<file path="src/hdl/gcp_pkg.sv">
// ---------------------------------------------------------------------------
// gcp_pkg
// Types, codes and constants shared by the container parser modules.
// ---------------------------------------------------------------------------
`timescale 1ns / 1ps
`default_nettype none
package gcp_pkg;

	localparam int COUNT_BITS = 24;
	localparam int FRAME_BITS = 16;

	typedef struct packed {
		logic [7:0] data_byte;
		logic       is_last;
	} in_word_t;

	typedef struct packed {
		logic [2:0]  event_kind;
		logic [4:0]  error_code;
		logic [15:0] word_a;
		logic [15:0] word_b;
		logic [15:0] word_c;
		logic [15:0] word_d;
		logic [7:0]  packed_flags;
		logic [7:0]  byte_one;
		logic [7:0]  byte_two;
		logic [15:0] frame_number;
		logic [23:0] byte_count;
		logic        last_of_run;
	} out_word_t;

	localparam logic [2:0] EV_SCREEN = 3'd0;
	localparam logic [2:0] EV_GCE    = 3'd1;
	localparam logic [2:0] EV_LOOP   = 3'd2;
	localparam logic [2:0] EV_FRAME  = 3'd3;
	localparam logic [2:0] EV_DATA   = 3'd4;
	localparam logic [2:0] EV_FINISH = 3'd5;
	localparam logic [2:0] EV_ERROR  = 3'd6;

	localparam logic [4:0] ERR_NONE      = 5'd0;
	localparam logic [4:0] ERR_SIG       = 5'd1;
	localparam logic [4:0] ERR_VER       = 5'd2;
	localparam logic [4:0] ERR_TRUNC     = 5'd3;
	localparam logic [4:0] ERR_GCE_SIZE  = 5'd4;
	localparam logic [4:0] ERR_GCE_TERM  = 5'd5;
	localparam logic [4:0] ERR_DISPOSAL  = 5'd6;
	localparam logic [4:0] ERR_GCE_TWICE = 5'd7;
	localparam logic [4:0] ERR_APP_SIZE  = 5'd8;
	localparam logic [4:0] ERR_APP_ID    = 5'd9;
	localparam logic [4:0] ERR_APP_AUTH  = 5'd10;
	localparam logic [4:0] ERR_LOOP_SIZE = 5'd11;
	localparam logic [4:0] ERR_LOOP_ID   = 5'd12;
	localparam logic [4:0] ERR_LOOP_TERM = 5'd13;
	localparam logic [4:0] ERR_EXT       = 5'd14;
	localparam logic [4:0] ERR_FR_SIZE   = 5'd15;
	localparam logic [4:0] ERR_FR_BOUNDS = 5'd16;
	localparam logic [4:0] ERR_FR_EMPTY  = 5'd17;
	localparam logic [4:0] ERR_NO_FRAME  = 5'd18;
	localparam logic [4:0] ERR_BLOCK     = 5'd19;

	localparam logic [7:0] B_EXT     = 8'h21;
	localparam logic [7:0] B_IMG     = 8'h2C;
	localparam logic [7:0] B_TRAILER = 8'h3B;
	localparam logic [7:0] X_GCE     = 8'hF9;
	localparam logic [7:0] X_APP     = 8'hFF;
	localparam logic [7:0] X_COMMENT = 8'hFE;
	localparam logic [7:0] X_TEXT    = 8'h01;

	function automatic logic [7:0] sig_byte(input logic [3:0] i);
		case (i)
			4'd0: sig_byte = 8'h47;
			4'd1: sig_byte = 8'h49;
			4'd2: sig_byte = 8'h46;
			4'd3: sig_byte = 8'h38;
			4'd4: sig_byte = 8'h39;
			4'd5: sig_byte = 8'h61;
			default: sig_byte = 8'h00;
		endcase
	endfunction

	// application identifier and auth code, indexed from the first id byte
	function automatic logic [7:0] app_byte(input logic [3:0] i);
		case (i)
			4'd0: app_byte = 8'h4E;
			4'd1: app_byte = 8'h45;
			4'd2: app_byte = 8'h54;
			4'd3: app_byte = 8'h53;
			4'd4: app_byte = 8'h43;
			4'd5: app_byte = 8'h41;
			4'd6: app_byte = 8'h50;
			4'd7: app_byte = 8'h45;
			4'd8: app_byte = 8'h32;
			4'd9: app_byte = 8'h2E;
			4'd10: app_byte = 8'h30;
			default: app_byte = 8'h00;
		endcase
	endfunction

	function automatic logic [9:0] table_bytes(input logic [7:0] flags);
		table_bytes = 10'(10'd3 << ({1'b0, flags[2:0]} + 4'd1));
	endfunction

endpackage
`default_nettype wire

</file>
<file path="src/hdl/gif89a_container_parser.sv">
// ---------------------------------------------------------------------------
// GIF89a container parser
// in channel: one file byte per word, is_last on the final byte of a file.
// out channel: screen, graphics control, loop, frame, frame data, finish
// and error records; last_of_run marks the final record caused by a byte.
// one byte is accepted per cycle while ready is high; records are registered
// in a four-word queue and leave it one record per cycle while the receiver is ready.
// a byte yields at most two records, so ready drops while fewer than two
// queue slots are free; with the receiver ready the rate is one byte a cycle.
// after an error the parser drops bytes silently up to is_last.
// reset clears all parse state and empties the queue; is_last also returns
// the parser to its reset state after its records are queued.
// a stalled receiver fills the queue and then holds the input side off.
// ---------------------------------------------------------------------------
`timescale 1ns / 1ps
`default_nettype none
module gif89a_container_parser (
	input  wire logic               clk,
	input  wire logic               arst_n,
	input  wire logic               in_valid,
	output logic                    in_ready,
	input  wire gcp_pkg::in_word_t  in_data,
	output logic                    out_valid,
	input  wire logic               out_ready,
	output gcp_pkg::out_word_t      out_data
);
	import gcp_pkg::*;

	out_word_t  r0, r1;
	logic [1:0] n, push_n;
	logic       step;

	assign step = in_valid && in_ready;
	assign push_n = step ? n : 2'd0;

	gcp_core u_core (
		.clk(clk), .arst_n(arst_n), .step(step), .in_word(in_data),
		.res0(r0), .res1(r1), .res_n(n)
	);

	gcp_outq u_q (
		.clk(clk), .arst_n(arst_n), .push_n(push_n), .push0(r0), .push1(r1),
		.room(in_ready), .valid(out_valid), .ready(out_ready), .head(out_data)
	);
endmodule
`default_nettype wire

</file>
<file path="src/hdl/gcp_core.sv">
// ---------------------------------------------------------------------------
// gcp_core
// Parser state and per-byte step logic; yields up to two result words.
// ---------------------------------------------------------------------------
`timescale 1ns / 1ps
`default_nettype none
module gcp_core (
	input  wire logic               clk,
	input  wire logic               arst_n,
	input  wire logic               step,
	input  wire gcp_pkg::in_word_t  in_word,
	output gcp_pkg::out_word_t      res0,
	output gcp_pkg::out_word_t      res1,
	output logic [1:0]              res_n
);
	import gcp_pkg::*;

	typedef enum logic [3:0] {
		P_SIG, P_SCREEN, P_GCT, P_BLOCK, P_EXT_TYPE, P_GCE, P_APP_HEAD, P_APP_TAIL,
		P_SKIP_LEN, P_SKIP_DATA, P_IMG, P_LCT, P_MIN, P_DLEN, P_DSKIP, P_TAIL
	} phase_t;

	localparam logic [COUNT_BITS-1:0] CCAP = '1;
	localparam logic [FRAME_BITS-1:0] FCAP = '1;

	phase_t                phase_q, phase_d;
	logic [3:0]            off_q, off_d;
	logic [9:0]            skip_q, skip_d;
	logic [COUNT_BITS-1:0] sum_q, sum_d;
	logic [15:0]           cw_q, cw_d, ch_q, ch_d;
	logic [15:0]           gw_q [4];
	logic [15:0]           gw_d [4];
	logic [7:0]            gf0_q, gf0_d, gf1_q, gf1_d;
	logic [FRAME_BITS-1:0] fc_q, fc_d;
	logic                  gce_q, gce_d, halt_q, halt_d;

	logic [7:0]  b;
	logic [4:0]  err;
	logic        rec;
	out_word_t   r, tail;
	logic [16:0] sw, sh;
	logic [COUNT_BITS:0] sum_add;
	logic [15:0] fn16;

	assign b = in_word.data_byte;
	assign fn16 = 16'(fc_q);

	always_comb begin
		phase_d = phase_q; off_d = off_q; skip_d = skip_q; sum_d = sum_q;
		cw_d = cw_q; ch_d = ch_q; gw_d = gw_q; gf0_d = gf0_q; gf1_d = gf1_q;
		fc_d = fc_q; gce_d = gce_q; halt_d = halt_q;
		err = ERR_NONE; rec = 1'b0; r = '0; tail = '0; res_n = 2'd0;
		sw = {1'b0, gw_q[2]} + {1'b0, gw_q[0]};
		sh = {1'b0, gw_q[3]} + {1'b0, gw_q[1]};
		sum_add = {1'b0, sum_q} + {{COUNT_BITS-7{1'b0}}, b};
		if (!halt_q) begin
			unique case (phase_q)
				P_SIG: begin
					if (off_q > 4'd5 || b != sig_byte(off_q))
						err = (off_q < 4'd3) ? ERR_SIG : ERR_VER;
					else if (off_q == 4'd5) begin
						phase_d = P_SCREEN; off_d = '0;
					end else off_d = off_q + 4'd1;
				end
				P_SCREEN: begin
					case (off_q)
						4'd0: cw_d = {8'h00, b};
						4'd1: cw_d = {b, cw_q[7:0]};
						4'd2: ch_d = {8'h00, b};
						4'd3: ch_d = {b, ch_q[7:0]};
						4'd4: gf0_d = b;
						4'd5: gf1_d = b;
						default: begin
							rec = 1'b1;
							r.event_kind = EV_SCREEN; r.word_a = cw_q; r.word_b = ch_q;
							r.packed_flags = gf0_q; r.byte_one = gf1_q; r.byte_two = b;
							if (gf0_q[7]) begin
								skip_d = table_bytes(gf0_q); phase_d = P_GCT;
							end else phase_d = P_BLOCK;
						end
					endcase
					off_d = off_q + 4'd1;
				end
				P_GCT, P_LCT, P_SKIP_DATA, P_DSKIP: begin
					skip_d = (skip_q != '0) ? skip_q - 10'd1 : skip_q;
					if (skip_d == '0) begin
						case (phase_q)
							P_GCT: phase_d = P_BLOCK;
							P_LCT: phase_d = P_MIN;
							P_SKIP_DATA: phase_d = P_SKIP_LEN;
							default: phase_d = P_DLEN;
						endcase
					end
				end
				P_BLOCK: begin
					off_d = '0;
					if (b == B_EXT) phase_d = P_EXT_TYPE;
					else if (b == B_IMG) phase_d = P_IMG;
					else if (b == B_TRAILER) begin
						if (fc_q == '0) err = ERR_NO_FRAME;
						else begin
							phase_d = P_TAIL; sum_d = '0;
						end
					end else err = ERR_BLOCK;
				end
				P_EXT_TYPE: begin
					off_d = '0;
					if (b == X_GCE) begin
						if (gce_q) err = ERR_GCE_TWICE;
						else begin
							gce_d = 1'b1; phase_d = P_GCE;
						end
					end else if (b == X_APP) phase_d = P_APP_HEAD;
					else if (b == X_COMMENT || b == X_TEXT) phase_d = P_SKIP_LEN;
					else err = ERR_EXT;
				end
				P_GCE: begin
					case (off_q)
						4'd0: if (b != 8'd4) err = ERR_GCE_SIZE;
						4'd1: gf0_d = b;
						4'd2: gw_d[0] = {8'h00, b};
						4'd3: gw_d[0] = {b, gw_q[0][7:0]};
						4'd4: gf1_d = b;
						default: begin
							if (b != 8'd0) err = ERR_GCE_TERM;
							else if (gf0_q[4:2] > 3'd3) err = ERR_DISPOSAL;
							else begin
								rec = 1'b1;
								r.event_kind = EV_GCE; r.word_a = gw_q[0];
								r.packed_flags = gf0_q; r.byte_one = gf1_q;
								r.frame_number = fn16; phase_d = P_BLOCK;
							end
						end
					endcase
					off_d = off_q + 4'd1;
				end
				P_APP_HEAD: begin
					if (off_q == 4'd0) begin
						if (b != 8'd11) err = ERR_APP_SIZE;
					end else if (off_q > 4'd11 || b != app_byte(off_q - 4'd1))
						err = (off_q <= 4'd8) ? ERR_APP_ID : ERR_APP_AUTH;
					if (err == ERR_NONE && off_q >= 4'd11) begin
						phase_d = P_APP_TAIL; off_d = '0;
					end else off_d = off_q + 4'd1;
				end
				P_APP_TAIL: begin
					case (off_q)
						4'd0: if (b != 8'd3) err = ERR_LOOP_SIZE;
						4'd1: if (b != 8'd1) err = ERR_LOOP_ID;
						4'd2: gw_d[0] = {8'h00, b};
						4'd3: gw_d[0] = {b, gw_q[0][7:0]};
						default: begin
							if (b != 8'd0) err = ERR_LOOP_TERM;
							else begin
								rec = 1'b1;
								r.event_kind = EV_LOOP; r.word_a = gw_q[0]; phase_d = P_BLOCK;
							end
						end
					endcase
					off_d = off_q + 4'd1;
				end
				P_SKIP_LEN: begin
					if (b == 8'd0) phase_d = P_BLOCK;
					else begin
						skip_d = {2'b00, b}; phase_d = P_SKIP_DATA;
					end
				end
				P_IMG: begin
					if (off_q < 4'd8) begin
						if (off_q[0]) gw_d[off_q[2:1]] = {b, gw_q[off_q[2:1]][7:0]};
						else gw_d[off_q[2:1]] = {8'h00, b};
						if (off_q == 4'd7) begin
							// height word completes in this byte
							sh = {1'b0, b, gw_q[3][7:0]} + {1'b0, gw_q[1]};
							if (sw[16] || sh[16] || gw_q[2] == '0 ||
									{b, gw_q[3][7:0]} == '0)
								err = ERR_FR_SIZE;
							else if (sw[15:0] > cw_q || sh[15:0] > ch_q)
								err = ERR_FR_BOUNDS;
						end
						off_d = off_q + 4'd1;
					end else begin
						gf0_d = b; rec = 1'b1;
						r.event_kind = EV_FRAME; r.word_a = gw_q[0]; r.word_b = gw_q[1];
						r.word_c = gw_q[2]; r.word_d = gw_q[3]; r.packed_flags = b;
						r.frame_number = fn16;
						if (b[7]) begin
							skip_d = table_bytes(b); phase_d = P_LCT;
						end else phase_d = P_MIN;
						off_d = '0;
					end
				end
				P_MIN: begin
					gf1_d = b; sum_d = '0; phase_d = P_DLEN;
				end
				P_DLEN: begin
					if (b == 8'd0) begin
						if (sum_q == '0) err = ERR_FR_EMPTY;
						else begin
							rec = 1'b1;
							r.event_kind = EV_DATA; r.byte_one = gf1_q; r.frame_number = fn16;
							r.byte_count = 24'(sum_q);
							if (fc_q != FCAP) fc_d = fc_q + 1'b1;
							gce_d = 1'b0; phase_d = P_BLOCK;
						end
					end else begin
						sum_d = sum_add[COUNT_BITS] ? CCAP : sum_add[COUNT_BITS-1:0];
						skip_d = {2'b00, b}; phase_d = P_DSKIP;
					end
				end
				P_TAIL: if (sum_q != CCAP) sum_d = sum_q + 1'b1;
				default: ;
			endcase
			if (err != ERR_NONE) begin
				tail.event_kind = EV_ERROR; tail.error_code = err; halt_d = 1'b1;
			end else if (in_word.is_last) begin
				if (phase_d == P_TAIL) begin
					tail.event_kind = EV_FINISH; tail.byte_count = 24'(sum_d);
				end else begin
					tail.event_kind = EV_ERROR; tail.error_code = ERR_TRUNC;
				end
			end
			tail.last_of_run = 1'b1;
			if (err != ERR_NONE || in_word.is_last) begin
				if (rec) begin
					res0 = r; res1 = tail; res_n = 2'd2;
				end else begin
					res0 = tail; res1 = tail; res_n = 2'd1;
				end
			end else begin
				r.last_of_run = 1'b1;
				res0 = r; res1 = tail; res_n = rec ? 2'd1 : 2'd0;
			end
		end else begin
			res0 = r; res1 = tail;
		end
	end

	always_ff @(posedge clk or negedge arst_n) begin
		if (!arst_n) begin
			phase_q <= P_SIG; off_q <= '0; skip_q <= '0; sum_q <= '0;
			cw_q <= '0; ch_q <= '0; gw_q <= '{default: '0}; gf0_q <= '0; gf1_q <= '0;
			fc_q <= '0; gce_q <= 1'b0; halt_q <= 1'b0;
		end else if (step) begin
			if (in_word.is_last) begin
				phase_q <= P_SIG; off_q <= '0; skip_q <= '0; sum_q <= '0;
				cw_q <= '0; ch_q <= '0; gw_q <= '{default: '0}; gf0_q <= '0;
				gf1_q <= '0; fc_q <= '0; gce_q <= 1'b0; halt_q <= 1'b0;
			end else begin
				phase_q <= phase_d; off_q <= off_d; skip_q <= skip_d; sum_q <= sum_d;
				cw_q <= cw_d; ch_q <= ch_d; gw_q <= gw_d; gf0_q <= gf0_d;
				gf1_q <= gf1_d; fc_q <= fc_d; gce_q <= gce_d; halt_q <= halt_d;
			end
		end
	end
endmodule
`default_nettype wire

</file>
<file path="src/hdl/gcp_outq.sv">
// ---------------------------------------------------------------------------
// gcp_outq
// Four-entry result queue; takes up to two words per cycle, emits one.
// ---------------------------------------------------------------------------
`timescale 1ns / 1ps
`default_nettype none
module gcp_outq (
	input  wire logic               clk,
	input  wire logic               arst_n,
	input  wire logic [1:0]         push_n,
	input  wire gcp_pkg::out_word_t push0,
	input  wire gcp_pkg::out_word_t push1,
	output logic                    room,
	output logic                    valid,
	input  wire logic               ready,
	output gcp_pkg::out_word_t      head
);
	import gcp_pkg::*;

	out_word_t  mem_q [4];
	logic [1:0] rd_q, wr_q;
	logic [2:0] cnt_q;
	logic       pop;

	assign valid = (cnt_q != 3'd0);
	assign head = mem_q[rd_q];
	assign pop = valid && ready;
	// two free slots needed for a worst-case byte
	assign room = (cnt_q <= 3'd2);

	always_ff @(posedge clk) begin
		if (push_n != 2'd0) mem_q[wr_q] <= push0;
		if (push_n == 2'd2) mem_q[wr_q + 2'd1] <= push1;
	end

	always_ff @(posedge clk or negedge arst_n) begin
		if (!arst_n) begin
			rd_q <= '0; wr_q <= '0; cnt_q <= '0;
		end else begin
			wr_q <= wr_q + push_n;
			if (pop) rd_q <= rd_q + 2'd1;
			cnt_q <= cnt_q + {1'b0, push_n} - {2'b00, pop};
		end
	end
endmodule
`default_nettype wire

</file>
<file path="config.mk">
export PLATFORM = sky130hd
export DESIGN_NAME = gif89a_container_parser
export DESIGN_NICKNAME = d
export VERILOG_FILES = /design/src/hdl/gcp_pkg.sv /design/src/hdl/gif89a_container_parser.sv /design/src/hdl/gcp_core.sv /design/src/hdl/gcp_outq.sv
export SDC_FILE = /design/constraint.sdc
export NUM_CORES = 2
export LEC_CHECK = 0
export BUFFER_PORTS_ARGS = -buffer_cell sky130_fd_sc_hd__buf_2
export CAP_MARGIN = 20
export CORE_ASPECT_RATIO = 0.8
export CORE_MARGIN = 1.5
export CORE_UTILIZATION = 27
export CTS_BUF_LIST = sky130_fd_sc_hd__clkbuf_16
export CTS_CLUSTER_SIZE = 10
export DETAILED_ROUTE_END_ITERATION = 10
export PLACE_DENSITY_LB_ADDON = 0.3
export SYNTH_ARGS = -nofsm -noshare
export SYNTH_HDL_FRONTEND = slang
export SYNTH_SLANG_ARGS = --single-unit
</file>
<file path="constraint.sdc">
create_clock -name clk -period 18.4 [get_ports clk]
set_clock_uncertainty 0.05 [all_clocks]
set_input_delay 0.92 -clock clk [delete_from_list [all_inputs] [get_ports clk]]
set_output_delay 0.92 -clock clk [all_outputs]
set_load 0.01 [all_outputs]
</file>
## Word-level counts from Yosys, hierarchy flattened

Memory sizes are Yosys's and may differ from the RTL's.
Cells that the tools add are included.
Widths: inputs -> output; s select.

| word-level totals | value |
|---|---|
| flip-flop bits (word level) | 179 |
| bits in latches | 0 |
| memory bits (writable) | 548 |
| ROM bits | 112 |
| input bits | 13 |
| memories | 2 |

| cells by class | value |
|---|---|
| add/sub/neg operators | 15 |
| multiply operators | 0 |
| div/mod/pow operators | 0 |
| magnitude comparators | 12 |
| eq/ne operators | 59 |
| shift operators | 2 |
| muxes and demuxes | 206 |
| bitwise operators | 1 |
| reductions and logical operators | 66 |

Memories:

| name | words | bits a word | rd ports | clocked after Yosys merged registers in | wr ports | line | source |
|---|---|---|---|---|---|---|---|
| u_q.mem_q | 4 | 137 | 1 | 0 | 2 | gcp_outq.sv:20 | `out_word_t mem_q [4];` |
| (no name shown) | 16 | 7 | 1 | 0 | 0 | gcp_pkg.sv:83 | `case (i)` |

Operators with widths:

| operator | number |
|---|---|
| $mux 137 | 4 |
| $mux 16 | 25 |
| $mux 24 | 14 |
| $mux 64 | 4 |
| $mux 8 | 20 |
| $mux 4 | 36 |
| $bwmux 64 | 2 |
| $pmux 16 s2 | 4 |
| $pmux 24 s4 | 1 |
| $pmux 8 s3 | 4 |
| $mux 5 | 19 |
| $mux 10 | 8 |
| $mux 40 | 2 |
| $mux 72 | 1 |
| $mux 32 | 2 |
| $pmux 16 s4 | 1 |
| $logic_not 16->1 | 3 |
| $mux 48 | 1 |
| $pmux 16 s3 | 1 |
| $pmux 4 s12 | 1 |
| $pmux 7 s6 | 1 |
| $pmux 10 s4 | 1 |
| $pmux 5 s8 | 1 |
| $eq 4x4->1 const B | 9 |
| other kinds (80) | 196 |

## Logic depth before layout (Yosys ltp)

An unclocked memory read counts as a cell.

| logic depth | value |
|---|---|
| depth in word-level cells | 23 |
| mapped depth | 28 |
| mapped depth without buffers | 27 |

## Hierarchy

Synthesis repeated with hierarchy kept, for this count alone.

| unflattened totals | value |
|---|---|
| cells, all modules | 3528 |
| area total of the unflattened synthesis | 44263.7 um^2 |

Modules (own cells, without submodules):

| module | times used | cells an instance | area an instance (um^2) | sequential area each (um^2) |
|---|---|---|---|---|
| gcp_outq | 1 | 1365 | 27914.3 | 16631.0 |
| gcp_core | 1 | 2160 | 16330.7 | 4304.1 |
| gif89a_container_parser | 1 | 3 | 18.8 | 0.0 |

## Worst setup path after synthesis

Ideal clock, no wire load.

| path | value |
|---|---|
| path type | flip-flop to flip-flop |
| start point | register u_core.gw_q[17] (netlist bit) |
| end point | memory u_q.mem_q[0][0] (netlist bit), enable pin |
| arrival time | 6356 ps |
| slack | 11606 ps |
| cell stages (with the launch flop) | 27 |
| buffers on the path | 1 |
| path through | dfrtp_1 ha_1 a21o_1 a21oi_1 o21bai_1 a21o_1 a21o_1 a41o_1 o41ai_1 o2111ai_1 a21oi_1 xnor2_1 ha_1 a21oi_1 o21ai_0 nor4b_1 o22ai_1 or4b_1 nand4_1 nor2_1 inv_1 ha_1 o21ai_0 nor3_1 a31oi_1 clkbuf_1 inv_1 |

RTL lines:

| element | line | source |
|---|---|---|
| start: declaration | gcp_core.sv:31 | `logic [15:0] gw_q [4];` |
| start signal: assignment | gcp_core.sv:251 | `cw_q <= cw_d; ch_q <= ch_d; gw_q <= gw_d; gf0_q <= gf0_d;` |
| end: declaration | gcp_outq.sv:20 |  |

==> out/metrics.json <==
{
  "status": {"value": "complete, no violations"},
  "cts_made_buffers": {"value": 88},
  "fmax": {"value": 0.123, "unit": "GHz"},
  "timing_hold_violations_final": {"value": 0},
  "final-instance-count-excl-fill": {"value": 5730},
  "final_layout_size_suffix_gt1_share": {"value": 13.7, "unit": "%"},
  "number_of_enable_flip_flop_cells_after_synthesis": {"value": 132},
  "synth_area": {"value": 36300, "unit": "µm²"},
  "synthMostInstantiatedCell": {"value": "sky130_fd_sc_hd__o21ai_0"},
  "timing.critical_path.slowest_stage_cell": {"value": "sky130_fd_sc_hd__o21a_1"},
  "drt-initial-drc-count": {"value": 2862},
  "endpoint_kind": {"value": "flip-flop"},
  "max_cap_violations": {"value": 0},
  "power.share.combinational": {"value": 30.9, "unit": "%"},
  "htreeDepth": {"value": 3},
  "worst_skew_pair.late_latency": {"value": 680, "unit": "ps"},
  "clkPwrFrac": {"value": 32.0, "unit": "%"},
  "worst-slew-pin-transition": {"value": 1160, "unit": "ps"},
  "clock_tree_from_tritoncts": {"value": "done"},
  "i_o_pin_count": {"value": 152},
  "main_flop_type_after_synthesis": {"value": "sky130_fd_sc_hd__dfxtp_1"},
  "gr-total-overflow": {"value": 0},
  "post-synth-top-area-fraction": {"value": 23.0, "unit": "%"},
  "worstPathBufferInverterCount": {"value": 2},
  "post_cts_resize_count": {"value": 0},
  "synth.avg_cell_area": {"value": 9.41, "unit": "µm²"},
  "ys_seq_area_share": {"value": 46.2, "unit": "%"},
  "largest_net_degree_at_the_start_of_global_routing": {"value": 117},
  "vias_cell": {"value": 5.39},
  "critPathRequiredTime": {"value": 18700, "unit": "ps"},
  "postSynthRegisterBits": {"value": 727},
  "clockRootBuffer": {"value": "sky130_fd_sc_hd__clkbuf_16"},
  "drt_first_pass_iters": {"value": 5},
  "areaGrowthSynthToFinish": {"value": 14.7, "unit": "%"},
  "sequential_cell_area": {"value": 16800, "unit": "µm²"},
  "yosysTopAreaCell": {"value": "sky130_fd_sc_hd__dfxtp_1"},
  "final_antenna_net_count": {"value": 0},
  "grt_pass1_wl": {"value": 195000, "unit": "µm"},
  "ys_async_sr_fraction": {"value": 24.6, "unit": "%"},
  "power_leakage": {"value": 15.2, "unit": "nW"},
  "clk_transition_reported_paths": {"value": 60, "unit": "ps"},
  "grt_antenna_before_repair": {"value": 11},
  "worst-path-max-fanout": {"value": 68},
  "slowest_delay": {"value": 880, "unit": "ps"},
  "placement.io_buffers": {"value": 151},
  "hold_buffers": {"value": 0},
  "final.min_clock_period": {"value": 8150, "unit": "ps"},
  "critPathTopFamily": {"value": "compound AO/OA/AOI/OAI gates"},
  "gpl.final_weighted_congestion": {"value": 0.946},
  "placeableCoreArea": {"value": 134000, "unit": "µm²"},
  "max_slew_margin": {"value": 22.8, "unit": "%"},
  "cp-start-kind": {"value": "flip-flop"},
  "fillers": {"value": 14000},
  "synthesis.yosys.warnings": {"value": 0},
  "arrival_time_at_the_worst_endpoint": {"value": 8450, "unit": "ps"},
  "netlist_top_cells_area": {"value": "sky130_fd_sc_hd__dfxtp_1 (23%), sky130_fd_sc_hd__dfrtp_1 (12%), sky130_fd_sc_hd__edfxtp_1 (11%)"},
  "synth_fp_nets": {"value": 3968},
  "grt_setup_unrepaired": {"value": "no"},
  "p_sw_share": {"value": 36.8, "unit": "%"},
  "layout.nets": {"value": 4005},
  "criticalPathCategory": {"value": "flip-flop to flip-flop"},
  "netlist-cell-type-count": {"value": 84},
  "switchingPower": {"value": 0.00186, "unit": "W"},
  "placementRows": {"value": 120},
  "drt_wl_total": {"value": 132000, "unit": "µm"},
  "vias": {"value": 30900},
  "p_int": {"value": 0.00319, "unit": "W"},
  "routed_wire_length_per_instance": {"value": 23.0, "unit": "µm"},
  "die_width": {"value": 413, "unit": "µm"},
  "sinks_on_the_clock_net": {"value": 727},
  "seq_power_share": {"value": 37.1, "unit": "%"},
  "drt_drc_violations_left": {"value": 0},
  "hold_path_class": {"value": "input pin to async pin"},
  "finalSetupViolations": {"value": 0},
  "slew_viol_final": {"value": 0},
  "grt_util_all_layers": {"value": 18.8, "unit": "%"},
  "peakVddDrop": {"value": 0.108, "unit": "mV"},
  "cts_setup_buffers": {"value": 0},
  "post_synth_inst_count": {"value": 3855},
  "pwr_density_cell": {"value": 121, "unit": "nW/µm²"},
  "post_synth_most_frequent_cells": {"value": "sky130_fd_sc_hd__o21ai_0 (598), sky130_fd_sc_hd__nand2_1 (524), sky130_fd_sc_hd__dfxtp_1 (416)"},
  "multi_input_comb_area": {"value": 18100, "unit": "µm²"},
  "initial_core_util": {"value": 27.1, "unit": "%"},
  "floorplan.die_area": {"value": 137000, "unit": "µm²"},
  "hpwlAfterDp": {"value": 88400, "unit": "µm"},
  "grt_pass1_vias": {"value": 28900},
  "cts_buffer_depth": {"value": 3},
  "die_h": {"value": 331, "unit": "µm"},
  "final.setup.tns": {"value": 0, "unit": "ps"},
  "post-place-cells": {"value": 5567},
  "period_share": {"value": 44.3, "unit": "%"}
}
power by group through the flow:
stage / clock network (W) / registers, W / logic, W
global route: 0.00171 / 0.00188 / 0.00169
global placement: 0 / 0.00190 / 0.00153
detailed placement: 0 / 0.00190 / 0.00154
finish: 0.00162 / 0.00187 / 0.00156
floorplan: 0 / 0.00180 / 0.00110
CTS: 0.00165 / 0.00187 / 0.00154
registers in the layout, summed over array words and instances, names as in the netlist:
signal,flops
u_core.gw_q,64
u_core.skip_q,10
u_q.mem_q,548
u_core.cw_q,16
u_core.off_q,4
u_q.rd_q,2
u_core.halt_q,1
u_q.wr_q,2
u_core.sum_q,24
u_core.gce_q,1
u_core.fc_q,16
u_core.gf1_q,8
u_core.gf0_q,8
u_core.ch_q,16
u_q.cnt_q,3
u_core.phase_q,4
cell usage in the layout (no fill, tap or decap), types with 10 or more instances in the layout:
cell and n:
sky130_fd_sc_hd__o21ai_1 20, sky130_fd_sc_hd__xor2_1 28, sky130_fd_sc_hd__nor4_1 29, sky130_fd_sc_hd__and2_1 10
sky130_fd_sc_hd__buf_4 71, sky130_fd_sc_hd__edfxtp_1 132, sky130_fd_sc_hd__o31ai_1 34, sky130_fd_sc_hd__nand2b_1 15
sky130_fd_sc_hd__inv_1 156, sky130_fd_sc_hd__a22o_1 54, sky130_fd_sc_hd__a31oi_1 25, sky130_fd_sc_hd__nand2_1 518
sky130_fd_sc_hd__or3_1 19, sky130_fd_sc_hd__o211ai_1 13, sky130_fd_sc_hd__ha_1 96, sky130_fd_sc_hd__nor3_1 49
sky130_fd_sc_hd__and3_1 18, sky130_fd_sc_hd__a221oi_1 16, sky130_fd_sc_hd__a22oi_1 41, sky130_fd_sc_hd__o21a_1 16
sky130_fd_sc_hd__mux2i_1 20, sky130_fd_sc_hd__nand3_1 321, sky130_fd_sc_hd__buf_2 150, sky130_fd_sc_hd__o21ai_0 598
sky130_fd_sc_hd__clkbuf_16 91, sky130_fd_sc_hd__nand4_1 28, sky130_fd_sc_hd__and4_1 10, sky130_fd_sc_hd__nor2_1 172
sky130_fd_sc_hd__o22ai_1 32, sky130_fd_sc_hd__a211oi_1 11, sky130_fd_sc_hd__o21bai_1 12, sky130_fd_sc_hd__a21o_1 20
sky130_fd_sc_hd__mux4_2 145, sky130_fd_sc_hd__nor2b_1 31, sky130_fd_sc_hd__mux2_2 20, sky130_fd_sc_hd__a21oi_1 142
sky130_fd_sc_hd__dfxtp_1 416, sky130_fd_sc_hd__dfrtp_1 177, sky130_fd_sc_hd__xnor2_1 34
worst paths after layout:
check,startpoint,end,slack (ps),cells after the start
worst max register to register,u_core.gw_q[17],u_q.mem_q[0][5],10250,27
worst max-delay path,u_core.gw_q[17],u_q.mem_q[0][5],10250,27
worst min register to register,u_q.mem_q[2][128],u_q.mem_q[2][128],400,2
min in group clk,u_q.mem_q[2][128],u_q.mem_q[2][128],400,2
worst min-delay path,arst_n,u_core.ch_q[11],230,1
max in group asynchronous,arst_n,u_core.gw_q[11],16770,2
area by class of cell:
cell class	instances	area share, %
well taps	1769	5.32
multi-input cells	2739	43.6
repair buffers	227	3.35
diodes	2	0.0120
inverters	109	0.983
flip-flops and latches	727	40.3
clock inverters	66	0.929
clock buffers	91	5.47
stage by stage:
| stage | util (%) | instance area, µm² | power, W | worst slack (ps) | hold slack, ps |
|---|---|---|---|---|---|
| 2_1_floorplan | - | 36300 | 0.00290 | 11610 | 370 |
| 3_3_place_gp | 29.1 | 38900 | 0.00343 | 10450 | 380 |
| 3_5_place_dp | 29.1 | 38900 | 0.00344 | 10240 | 387 |
| 4_1_cts | 31.1 | 41500 | 0.00507 | 10210 | 238 |
| 5_1_grt | 31.1 | 41600 | 0.00528 | 9750 | 269 |
| 6_report | 31.1 | 41600 | 0.00505 | 10250 | 230 |
metal layers:
| layer | track usage (%) | vias to the layer above | wire [µm] |
|---|---|---|---|
| li1 | - | 14200 | - |
| met1 | 27.1 | 15300 | 61400 |
| met2 | 27.0 | 1159 | 54700 |
| met3 | 5.97 | 193 | 12700 |
| met4 | 4.46 | 18 | 2770 |
| met5 | 0 | - | 114 |
cell families after synthesis:
| kind of cell | share of synthesized area, % |
|---|---|
| and+or+nand+nor | 16.4 |
| AOI/OAI and AO/OA | 18.0 |
| DFF | 46.2 |
| buffers and inverters | 4.11 |
| muxes | 10.2 |
| adders and majority gates | 3.53 |
| xor gates and xnor gates | 1.50 |
No activity file was read; power rests on OpenSTA's default activity.
